--- src/hdl/rfwe_pkg.sv ---
// ----------------------------------------------------------------------------
// rfwe_pkg
// Shared types, constants and codes for the rigid fit weighted error block.
// ----------------------------------------------------------------------------
package rfwe_pkg;

  localparam int MAX_PAIRS = 1024;
  localparam int CNT_W = 11;
  localparam int NUM_REGS = 7;
  localparam int NUM_QP = 10;
  localparam int NUM_MAT = 9;
  localparam int DIV_M_STEPS = 31;
  localparam int DIV_MEAN_STEPS = 32;
  localparam int SQRT_STEPS = 31;

  localparam logic [2:0] REG_QA = 3'd0;
  localparam logic [2:0] REG_QB = 3'd1;
  localparam logic [2:0] REG_QC = 3'd2;
  localparam logic [2:0] REG_QD = 3'd3;
  localparam logic [2:0] REG_SX = 3'd4;
  localparam logic [2:0] REG_SY = 3'd5;
  localparam logic [2:0] REG_SZ = 3'd6;

  localparam logic [15:0] REG_RESET [NUM_REGS] = '{
    16'hFFFF, 16'h8000, 16'h8000, 16'h8000, 16'h8000, 16'h8000, 16'h8000
  };

  // Operand pairs of the quaternion products: aa bb cc dd ab ac ad bc bd cd.
  localparam logic [1:0] QP_LEFT [NUM_QP] = '{
    2'd0, 2'd1, 2'd2, 2'd3, 2'd0, 2'd0, 2'd0, 2'd1, 2'd1, 2'd2
  };
  localparam logic [1:0] QP_RIGHT [NUM_QP] = '{
    2'd0, 2'd1, 2'd2, 2'd3, 2'd1, 2'd2, 2'd3, 2'd2, 2'd3, 2'd3
  };

  typedef enum logic [1:0] {
    ST_OK        = 2'd0,
    ST_ZERO_QUAT = 2'd1,
    ST_FEW_PAIRS = 2'd2,
    ST_TOO_MANY  = 2'd3
  } status_t;

  typedef struct packed {
    logic signed [23:0] ref_x;
    logic signed [23:0] ref_y;
    logic signed [23:0] ref_z;
    logic signed [23:0] moved_x;
    logic signed [23:0] moved_y;
    logic signed [23:0] moved_z;
    logic [15:0]        weight;
    logic               last_pair;
  } pair_word_t;

  typedef struct packed {
    logic [31:0] mean_error;
    status_t     status;
  } result_word_t;

  typedef enum logic [4:0] {
    OP_NONE, OP_CAPTURE, OP_QMUL, OP_QSTORE, OP_LATCH, OP_MCLEAR,
    OP_DIV_LOAD_M, OP_DIV_STEP, OP_MSTORE, OP_ROW_INIT, OP_MV_MUL,
    OP_MV_ACC, OP_RND, OP_SQ, OP_SS, OP_SQRT_LOAD, OP_SQRT_STEP,
    OP_SQRT_FIN, OP_WMUL, OP_ACCUM, OP_COUNT, OP_MEAN_PREP,
    OP_DIV_LOAD_MEAN, OP_OUT_LOAD
  } dp_op_t;

  typedef struct packed {
    dp_op_t     op;
    logic [3:0] idx;
    logic [1:0] row;
    logic [1:0] col;
  } dp_cmd_t;

  typedef struct packed {
    logic count_zero;
    logic accum_ok;
    logic last;
    logic n_zero;
    logic out_free;
  } dp_stat_t;

  typedef enum logic [4:0] {
    S_IDLE, S_QMUL, S_QSTORE, S_LATCH, S_MCLEAR, S_DLOAD, S_DSTEP,
    S_MSTORE, S_ROW_INIT, S_MV_MUL, S_MV_ACC, S_RND, S_SQ, S_SS,
    S_SQRT_LOAD, S_SQRT_STEP, S_SQRT_FIN, S_WMUL, S_ACCUM, S_COUNT,
    S_MEAN_PREP, S_MLOAD, S_MSTEP, S_DONE
  } ctrl_state_t;

endpackage

--- src/hdl/rfwe_ctrl.sv ---
// ----------------------------------------------------------------------------
// rfwe_ctrl
// Sequencer that steps the datapath through transform latch, per-pair
// distance, accumulation and the final mean.
// ----------------------------------------------------------------------------
module rfwe_ctrl (
  input  logic               clk,
  input  logic               rst,
  input  logic               pair_valid,
  output logic               pair_stall,
  input  rfwe_pkg::dp_stat_t stat,
  output rfwe_pkg::dp_cmd_t  cmd
);
  import rfwe_pkg::*;

  ctrl_state_t state, state_next;
  logic [3:0]  idx, idx_next;
  logic [1:0]  row, row_next;
  logic [1:0]  col, col_next;
  logic [5:0]  iter, iter_next;

  always_ff @(posedge clk) begin
    if (rst) begin
      state <= S_IDLE;
      idx <= '0;
      row <= '0;
      col <= '0;
      iter <= '0;
    end else begin
      state <= state_next;
      idx <= idx_next;
      row <= row_next;
      col <= col_next;
      iter <= iter_next;
    end
  end

  always_comb begin
    state_next = state;
    idx_next = idx;
    row_next = row;
    col_next = col;
    iter_next = iter;
    cmd.op = OP_NONE;
    cmd.idx = idx;
    cmd.row = row;
    cmd.col = col;
    pair_stall = (state != S_IDLE);
    case (state)
      S_IDLE: begin
        idx_next = '0;
        row_next = '0;
        col_next = '0;
        if (pair_valid) begin
          cmd.op = OP_CAPTURE;
          if (stat.count_zero) begin
            state_next = S_QMUL;
          end else if (stat.accum_ok) begin
            state_next = S_ROW_INIT;
          end else begin
            state_next = S_COUNT;
          end
        end
      end
      S_QMUL: begin
        cmd.op = OP_QMUL;
        state_next = S_QSTORE;
      end
      S_QSTORE: begin
        cmd.op = OP_QSTORE;
        if (idx == 4'(NUM_QP - 1)) begin
          idx_next = '0;
          state_next = S_LATCH;
        end else begin
          idx_next = idx + 1'b1;
          state_next = S_QMUL;
        end
      end
      S_LATCH: begin
        cmd.op = OP_LATCH;
        state_next = stat.n_zero ? S_MCLEAR : S_DLOAD;
      end
      S_MCLEAR: begin
        cmd.op = OP_MCLEAR;
        state_next = S_ROW_INIT;
      end
      S_DLOAD: begin
        cmd.op = OP_DIV_LOAD_M;
        iter_next = '0;
        state_next = S_DSTEP;
      end
      S_DSTEP: begin
        cmd.op = OP_DIV_STEP;
        iter_next = iter + 1'b1;
        if (iter == 6'(DIV_M_STEPS - 1)) begin
          state_next = S_MSTORE;
        end
      end
      S_MSTORE: begin
        cmd.op = OP_MSTORE;
        if (idx == 4'(NUM_MAT - 1)) begin
          idx_next = '0;
          state_next = S_ROW_INIT;
        end else begin
          idx_next = idx + 1'b1;
          state_next = S_DLOAD;
        end
      end
      S_ROW_INIT: begin
        cmd.op = OP_ROW_INIT;
        col_next = '0;
        state_next = S_MV_MUL;
      end
      S_MV_MUL: begin
        cmd.op = OP_MV_MUL;
        cmd.idx = 4'(row) * 4'd3 + 4'(col);
        state_next = S_MV_ACC;
      end
      S_MV_ACC: begin
        cmd.op = OP_MV_ACC;
        if (col == 2'd2) begin
          col_next = '0;
          state_next = S_RND;
        end else begin
          col_next = col + 1'b1;
          state_next = S_MV_MUL;
        end
      end
      S_RND: begin
        cmd.op = OP_RND;
        state_next = S_SQ;
      end
      S_SQ: begin
        cmd.op = OP_SQ;
        state_next = S_SS;
      end
      S_SS: begin
        cmd.op = OP_SS;
        if (row == 2'd2) begin
          row_next = '0;
          state_next = S_SQRT_LOAD;
        end else begin
          row_next = row + 1'b1;
          state_next = S_ROW_INIT;
        end
      end
      S_SQRT_LOAD: begin
        cmd.op = OP_SQRT_LOAD;
        iter_next = '0;
        state_next = S_SQRT_STEP;
      end
      S_SQRT_STEP: begin
        cmd.op = OP_SQRT_STEP;
        iter_next = iter + 1'b1;
        if (iter == 6'(SQRT_STEPS - 1)) begin
          state_next = S_SQRT_FIN;
        end
      end
      S_SQRT_FIN: begin
        cmd.op = OP_SQRT_FIN;
        state_next = S_WMUL;
      end
      S_WMUL: begin
        cmd.op = OP_WMUL;
        state_next = S_ACCUM;
      end
      S_ACCUM: begin
        cmd.op = OP_ACCUM;
        state_next = S_COUNT;
      end
      S_COUNT: begin
        cmd.op = OP_COUNT;
        state_next = stat.last ? S_MEAN_PREP : S_IDLE;
      end
      S_MEAN_PREP: begin
        cmd.op = OP_MEAN_PREP;
        state_next = S_MLOAD;
      end
      S_MLOAD: begin
        cmd.op = OP_DIV_LOAD_MEAN;
        iter_next = '0;
        state_next = S_MSTEP;
      end
      S_MSTEP: begin
        cmd.op = OP_DIV_STEP;
        iter_next = iter + 1'b1;
        if (iter == 6'(DIV_MEAN_STEPS - 1)) begin
          state_next = S_DONE;
        end
      end
      S_DONE: begin
        if (stat.out_free) begin
          cmd.op = OP_OUT_LOAD;
          state_next = S_IDLE;
        end
      end
      default: state_next = S_IDLE;
    endcase
  end

endmodule

--- config.mk ---
export PLATFORM = sky130hd
export DESIGN_NAME = rfwe_ctrl
export DESIGN_NICKNAME = d
export VERILOG_FILES = /design/src/hdl/rfwe_pkg.sv /design/src/hdl/rfwe_ctrl.sv
export SDC_FILE = /design/constraint.sdc
export NUM_CORES = 1
export LEC_CHECK = 0
export BUFFER_PORTS_ARGS = -buffer_cell sky130_fd_sc_hd__buf_2
export CAP_MARGIN = 20
export CORE_MARGIN = 4
export CORE_UTILIZATION = 26
export DETAILED_ROUTE_END_ITERATION = 8
export RECOVER_POWER = 25
export SLEW_MARGIN = 20
export SYNTH_ARGS = -nofsm -noshare
export SYNTH_HDL_FRONTEND = slang
export SYNTH_SLANG_ARGS = --single-unit
--- constraint.sdc ---
create_clock -name clk -period 4.1 [get_ports clk]
set_input_delay 1.025 -clock clk [delete_from_list [all_inputs] [get_ports clk]]
set_output_delay 1.025 -clock clk [all_outputs]
set_load 0.005 [all_outputs]
==> impl_metrics.toml, run 1 <==
[hold_path]
hold_path_class = "flop to flop"
hold_end = "iter[5]"
min-delay-start = "iter[5]"
hold_depth = 2

[critical_path]
crit_type = "flop to output port"
cp_data_arrival_time_ns = 2.25
path_common_cell = "fa_1"
cp.required_ns = 3.07
slowest_stage = "fa_1"
critPathCaptureType = "output port"
slowest_delay_ns = 0.48
path_max_fanout = 6
reg2reg_slack_ns = 1.79
r2r-end = "state[2]"
r2r_cells = 5
crit_chain = "fa_1 > ha_1 > fa_1 > mux2_2 > buf_2"
worstSetupStartpointType = "flop"
timing.rr.start = "state[1]"

[timing]
fin_crit_sh_pct = 79.9
max_freq_mhz = 305
drv_slew = 0
rsz0062_at_grt = "no"
finalClockSkew_ns = 0.00627
setup_viol = 0
tightest_slew_ns = 0.917
tns_ns = 0
period_minus_slack_ns = 3.28
hold_viol = 0
max_slew_margin_pct = 38.8

[die]
core_area_um2 = 6030
die_h_um = 87.4
die_w_um = 87.4
dieArea_um2 = 7640
ios = 22
initial_core_util_pct = 27.2
rows = 28

[power]
power.density_nw_per_um2 = 463
sequentialPowerShare_pct = 38.3
power.total_mw = 0.837
leakage_nw = 0.673
swShare_pct = 45.6
ir_worst_vdd_v = 0.000177
power.net_switching_mw = 0.382
internal_power_mw = 0.455
p_clk_share_pct = 15.9
combPwrFrac_pct = 45.8

[synth]
ys.warnings.count = 0
syn-num-nets = 237
postSynthCellCount = 217
ys_seq_area_share_pct = 23.2
synth_cell_types = 50
avgSynthCellArea_um2 = 7.55
yosysMostFrequentCell = "a21oi_1"
ys.flop_type = "dfxtp_1"
synth_common_cells = "a21oi_1, dfxtp_1, nor2_1"
async_flop_share_pct = 0
synth-seq-cells = 19
synth_area_um2 = 1640
synth_edf_count = 0
synth_area_leaders = "dfxtp_1, ha_1, a21oi_1"
synth_top_area_cell = "dfxtp_1"
yosys.area.top_type_share_pct = 23.2

[clock_tree]
cts_buffer_depth = 2
cts_buffers = 3
hold_buffers = 0
cts.sinks = 19
cts_setup_buffers = 0
ctsHtreeMaxLevel = 1
cts_resized = 0
insertion_delay_ns = 0.26
clk_pin_slew_ns = 0.08
cts_tree = "built"
cts_root_buf = "clkbuf_8"

[global_routing]
antenna_found_initial = 0
grt_pass1_wl_um = 6920
grt_usage_pct = 10.9
grt_pass1_vias = 1471
grt_start_max_net_pins = 31
grt_overflow_total = 0

[job]
max_cap_viol_count = 0

[detailed_routing]
drt_iter0_drc = 142
wl_um = 4060
ant_nets = 0
vias = 1593
via_per_inst = 5.29
post_drt_wl_per_cell_um = 13.5
drcViolationCount = 0
drt-pass1-iter-count = 4

[placed_design]
dp_hpwl_um = 2950
place.gp.congestion = 0.828
portBuffers = 21
postPlaceCellArea_um2 = 1760

[run_status]
outcome = "complete, no violations"

[finish]
fin_area_um2 = 1810
final_nets = 247
fillers = 676
syn2layout_area_growth_pct = 10.2
drive_above_1_share_pct = 14.2
n_antenna_cell = 0
[final cells by class]
type / instances / area, µm² / area share, %
Sequential cell: 19 / 380 / 21.1
Timing Repair Buffer: 21 / 103 / 5.68
Inverter: 11 / 41.3 / 2.29
Tap cell: 75 / 93.8 / 5.19
Multi-Input combinational cell: 171 / 1140 / 63.3
Clock buffer: 4 / 45.0 / 2.49
[power groups by stage]
stage	sequential, mW	combinational, mW	clock (mW)
after floorplan	0.224	0.378	0
after global placement	0.323	0.383	0
after detailed placement	0.323	0.384	0
after CTS	0.320	0.386	0.136
after global routing	0.334	0.440	0.146
final	0.320	0.383	0.133
[worst max path at each step]
stage                           from  endpoint  slack [ns]  cells after the start
after floorplan           pair_valid    cmd[8]        1.26                      4
after global placement    pair_valid    cmd[8]        0.97                      6
after detailed placement  pair_valid    cmd[8]        0.97                      6
after CTS                     row[1]    cmd[6]        0.83                      5
after global routing        state[1]   cmd[12]        0.70                      4
final                         row[1]    cmd[6]        0.82                      5
[sequential cells by signal, summed over array words and instances (netlist names)]
signal	flops
row	2
col	2
idx	4
state	5
iter	6
[layer usage]
layer	up-vias	wire length (µm)	GRT usage [%]
li1	815	-	-
met1	743	1990	15.7
met2	33	1830	16.7
met3	2	209	1.80
met4	0	29	2.93
met5	-	0	0
[stage by stage]
step / hold slack (ns) / instances / utilization, % / setup slack, ns
final: 0.501 / 301 / 30.0 / 0.823
after global routing: 0.544 / 301 / 30.0 / 0.695
after CTS: 0.495 / 301 / 30.0 / 0.834
after detailed placement: 0.482 / 297 / 29.3 / 0.965
after global placement: 0.473 / 297 / 29.3 / 0.971
after floorplan: 0.454 / 217 / - / 1.26
[placed cells by master (no fill, tap or decap), types with 2 or more instances in the layout]
| master | n |
|---|---|
| nor2b_1 | 10 |
| or2_2 | 2 |
| clkbuf_1 | 3 |
| a22oi_1 | 3 |
| nand3b_1 | 4 |
| a311oi_1 | 5 |
| inv_1 | 11 |
| mux2_2 | 4 |
| xor2_1 | 2 |
| a211o_1 | 2 |
| a41oi_1 | 3 |
| o21ai_0 | 12 |
| dfxtp_1 | 19 |
| clkbuf_8 | 3 |
| a211oi_1 | 4 |
| nand2_1 | 13 |
| and3_1 | 2 |
| a21oi_1 | 24 |
| buf_2 | 19 |
| nor4_1 | 2 |
| nor3_1 | 6 |
| or4_1 | 2 |
| o211ai_1 | 4 |
| nand3_1 | 6 |
| nor2_1 | 18 |
| o21bai_1 | 3 |
| and3b_1 | 2 |
| or3_1 | 3 |
| fa_1 | 2 |
| nand2b_1 | 5 |
| nand4_1 | 2 |
| ha_1 | 10 |
[cell families (layout without fill, tap and decap cells)]
| logic type | after synthesis | in the layout | share of synthesized area [%] |
|---|---|---|---|
| fa+ha+maj | 12 | 12 | 10.1 |
| buf+inv | 27 | 36 | 7.02 |
| compound gates | 71 | 71 | 28.3 |
| mux | 4 | 4 | 2.75 |
| xor+xnor | 3 | 3 | 1.60 |
| simple gates | 81 | 81 | 27.0 |
| flops | 19 | 19 | 23.2 |
[critical path: cells and delay by family (launching register included)]
kind	cells	cell delay, ns
adder cells (fa/ha/maj)	3	1.14
buffers and inverters	1	0.12
flip-flops	1	0.47
multiplexers	1	0.26
Power figures use the tool's default switching activity.
==> run 2, diff against run 1 <==
- clock period: 4.1 -> 2.7 ns (I/O delays scaled with it)
==> run 2 against run 1 <==
Net effect:
- the flow now finishes with violations (negative setup slack)
- non-clock buffer count increased by 10
- power increased by 58%
- count of clock-buffer cells in the layout decreased by 1
- largest cell class unchanged
==> impl_metrics.toml, run 2 (synthesized netlist as in run 1, its figures left out) <==
[finish]
n_antenna_cell = 0
layout_commonest_cell = "a21oi_1"
syn2layout_area_growth_pct = 15.6
final_nets = 257
largest_reg_flops = 6
fin_cells = 311
final_cell_mix = "a21oi_1, buf_2, nor2_1"
drive_above_1_share_pct = 20.8
reg_top3 = "iter x6, state x5, idx x4"
max_flop_register = "iter"
fin_area_um2 = 1900

[timing]
fin_crit_sh_pct = 102
max_slew_margin_pct = 60.1
tightest_slew_ns = 0.593
setup_viol = 1
finalClockSkew_ns = 0.00613
rsz0062_at_grt = "yes"
period_minus_slack_ns = 2.75
hold_viol = 0
worst_slack_ns = -0.0542
max_freq_mhz = 363
drv_slew = 0
holdWs_ns = 0.493

[clock_tree]
cts_buffers = 3
cts_buffer_depth = 2
cts_root_buf = "clkbuf_8"
ctsHtreeMaxLevel = 1
cts_tree = "built"
hold_buffers = 0
cts.sinks = 19
insertion_delay_ns = 0.26
cts_setup_buffers = 0
clk_pin_slew_ns = 0.08

[critical_path]
r2r_cells = 6
worstSetupStartpointType = "flop"
r2r-end = "idx[1]"
cp.required_ns = 2.03
critPathCaptureType = "output port"
crit_type = "flop to output port"
cp_data_arrival_time_ns = 2.08
timing.rr.start = "state[1]"
reg2reg_slack_ns = 0.63
path_max_fanout = 2

[power]
leakage_nw = 0.739
power.density_nw_per_um2 = 699
power.total_mw = 1.33
internal_power_mw = 0.727
power.net_switching_mw = 0.599
sequentialPowerShare_pct = 30.1
p_clk_share_pct = 15.3
ir_worst_vdd_v = 0.000281
combPwrFrac_pct = 54.6
swShare_pct = 45.2

[placed_design]
place.gp.congestion = 0.790
dp_hpwl_um = 3200
postPlaceCellArea_um2 = 1840
portBuffers = 21
dp.cells = 307
dp_worst_setup_slack_ns = 0.197

[global_routing]
grt_usage_pct = 11.2
grt_overflow_total = 0
grt_pass1_wl_um = 6950
antenna_found_initial = 0
grt_pass1_vias = 1379
grt_start_max_net_pins = 20

[die]
die_h_um = 87.4
initial_core_util_pct = 27.2
core_area_um2 = 6030
dieArea_um2 = 7640
rows = 28
die_w_um = 87.4
ios = 22

[job]
max_cap_viol_count = 0

[detailed_routing]
drt-pass1-iter-count = 4
drt_iter0_drc = 142
ant_nets = 0
vias = 1622
via_per_inst = 5.22
post_drt_wl_per_cell_um = 13.5
wl_um = 4200
drcViolationCount = 0

[hold_path]
hold_end = "iter[5]"
hold_path_class = "flop to flop"
min-delay-start = "iter[5]"
hold_depth = 2

[run_status]
outcome = "finished, violations left"
violations = "negative setup slack"
-- run 2: cell count changes in the layout (fill, tap and decap cells not counted) --
| cell | previous run | this run |
|---|---|---|
| buf_2 | 19 | 21 |
| buf_4 | 0 | 10 |
| clkbuf_1 | 3 | 0 |
| clkinv_2 | 0 | 1 |
| dfxtp_1 | 19 | 16 |
| dfxtp_2 | 0 | 3 |
| ha_1 | 10 | 9 |
| ha_2 | 0 | 1 |
| mux2_2 | 4 | 3 |
| mux2_4 | 0 | 1 |
-- run 2: power by group through the flow --
| stage | logic (mW) | registers [mW] | clock network [mW] |
|---|---|---|---|
| after floorplan | 0.574 | 0.341 | 0 |
| after global placement | 0.715 | 0.403 | 0 |
| after detailed placement | 0.718 | 0.404 | 0 |
| after CTS | 0.723 | 0.397 | 0.208 |
| after global routing | 0.815 | 0.410 | 0.225 |
| final | 0.724 | 0.399 | 0.203 |
-- run 2: per-layer routing --
metal  wire length (µm)  share of wire, %  vias to the layer above  track usage [%]
li1                   -                 -                      832                -
met1               2050                49                      752             17.1
met2               1880                45                       34             15.7
met3                224               5.3                        4             2.08
met4                 42               1.0                        0             3.35
met5                  0                 0                        -                0
-- run 2: what timing repair did --
item / 4_1_cts / 5_1_grt
pin swaps: 2 / 0
gates resized for setup: 3 / 2
setup endpoints to repair: 2 / 2
cloned: 0 / 0
-- run 2: cell type report --
cell class                      count  area (µm²)
Clock buffer                        3        41.3
Inverter                           11        41.3
Clock inverter                      1        5.00
Fill cell                         666        4130
Tap cell                           75        93.8
Timing Repair Buffer               31         180
Sequential cell                    19         384
Multi-Input combinational cell    171        1150
-- run 2: metrics by stage --
| stage | util (%) | TNS (ns) |
|---|---|---|
| floorplan | - | 0 |
| global placement | 30.5 | 0 |
| detailed placement | 30.5 | 0 |
| CTS | 31.4 | -0.0727 |
| global route | 31.5 | -0.170 |
| finish | 31.5 | -0.0542 |
-- run 2: how the worst max path moves through the flow --
stage,start,end,slack (ns),depth (start not counted)
2_1_floorplan,row[1],cmd[6],0.25,4
3_3_place_gp,col[1],cmd[6],0.22,5
3_5_place_dp,col[1],cmd[6],0.20,5
4_1_cts,row[1],cmd[6],-0.07,5
5_1_grt,row[1],cmd[6],-0.13,5
6_report,row[1],cmd[6],-0.05,5
-- run 2: worst max-delay path, stage by stage (launching register included) --
cell     delay (ns)
dfxtp_2        0.33
fa_1           0.54
ha_2           0.17
fa_1           0.40
mux2_2         0.26
buf_2          0.12
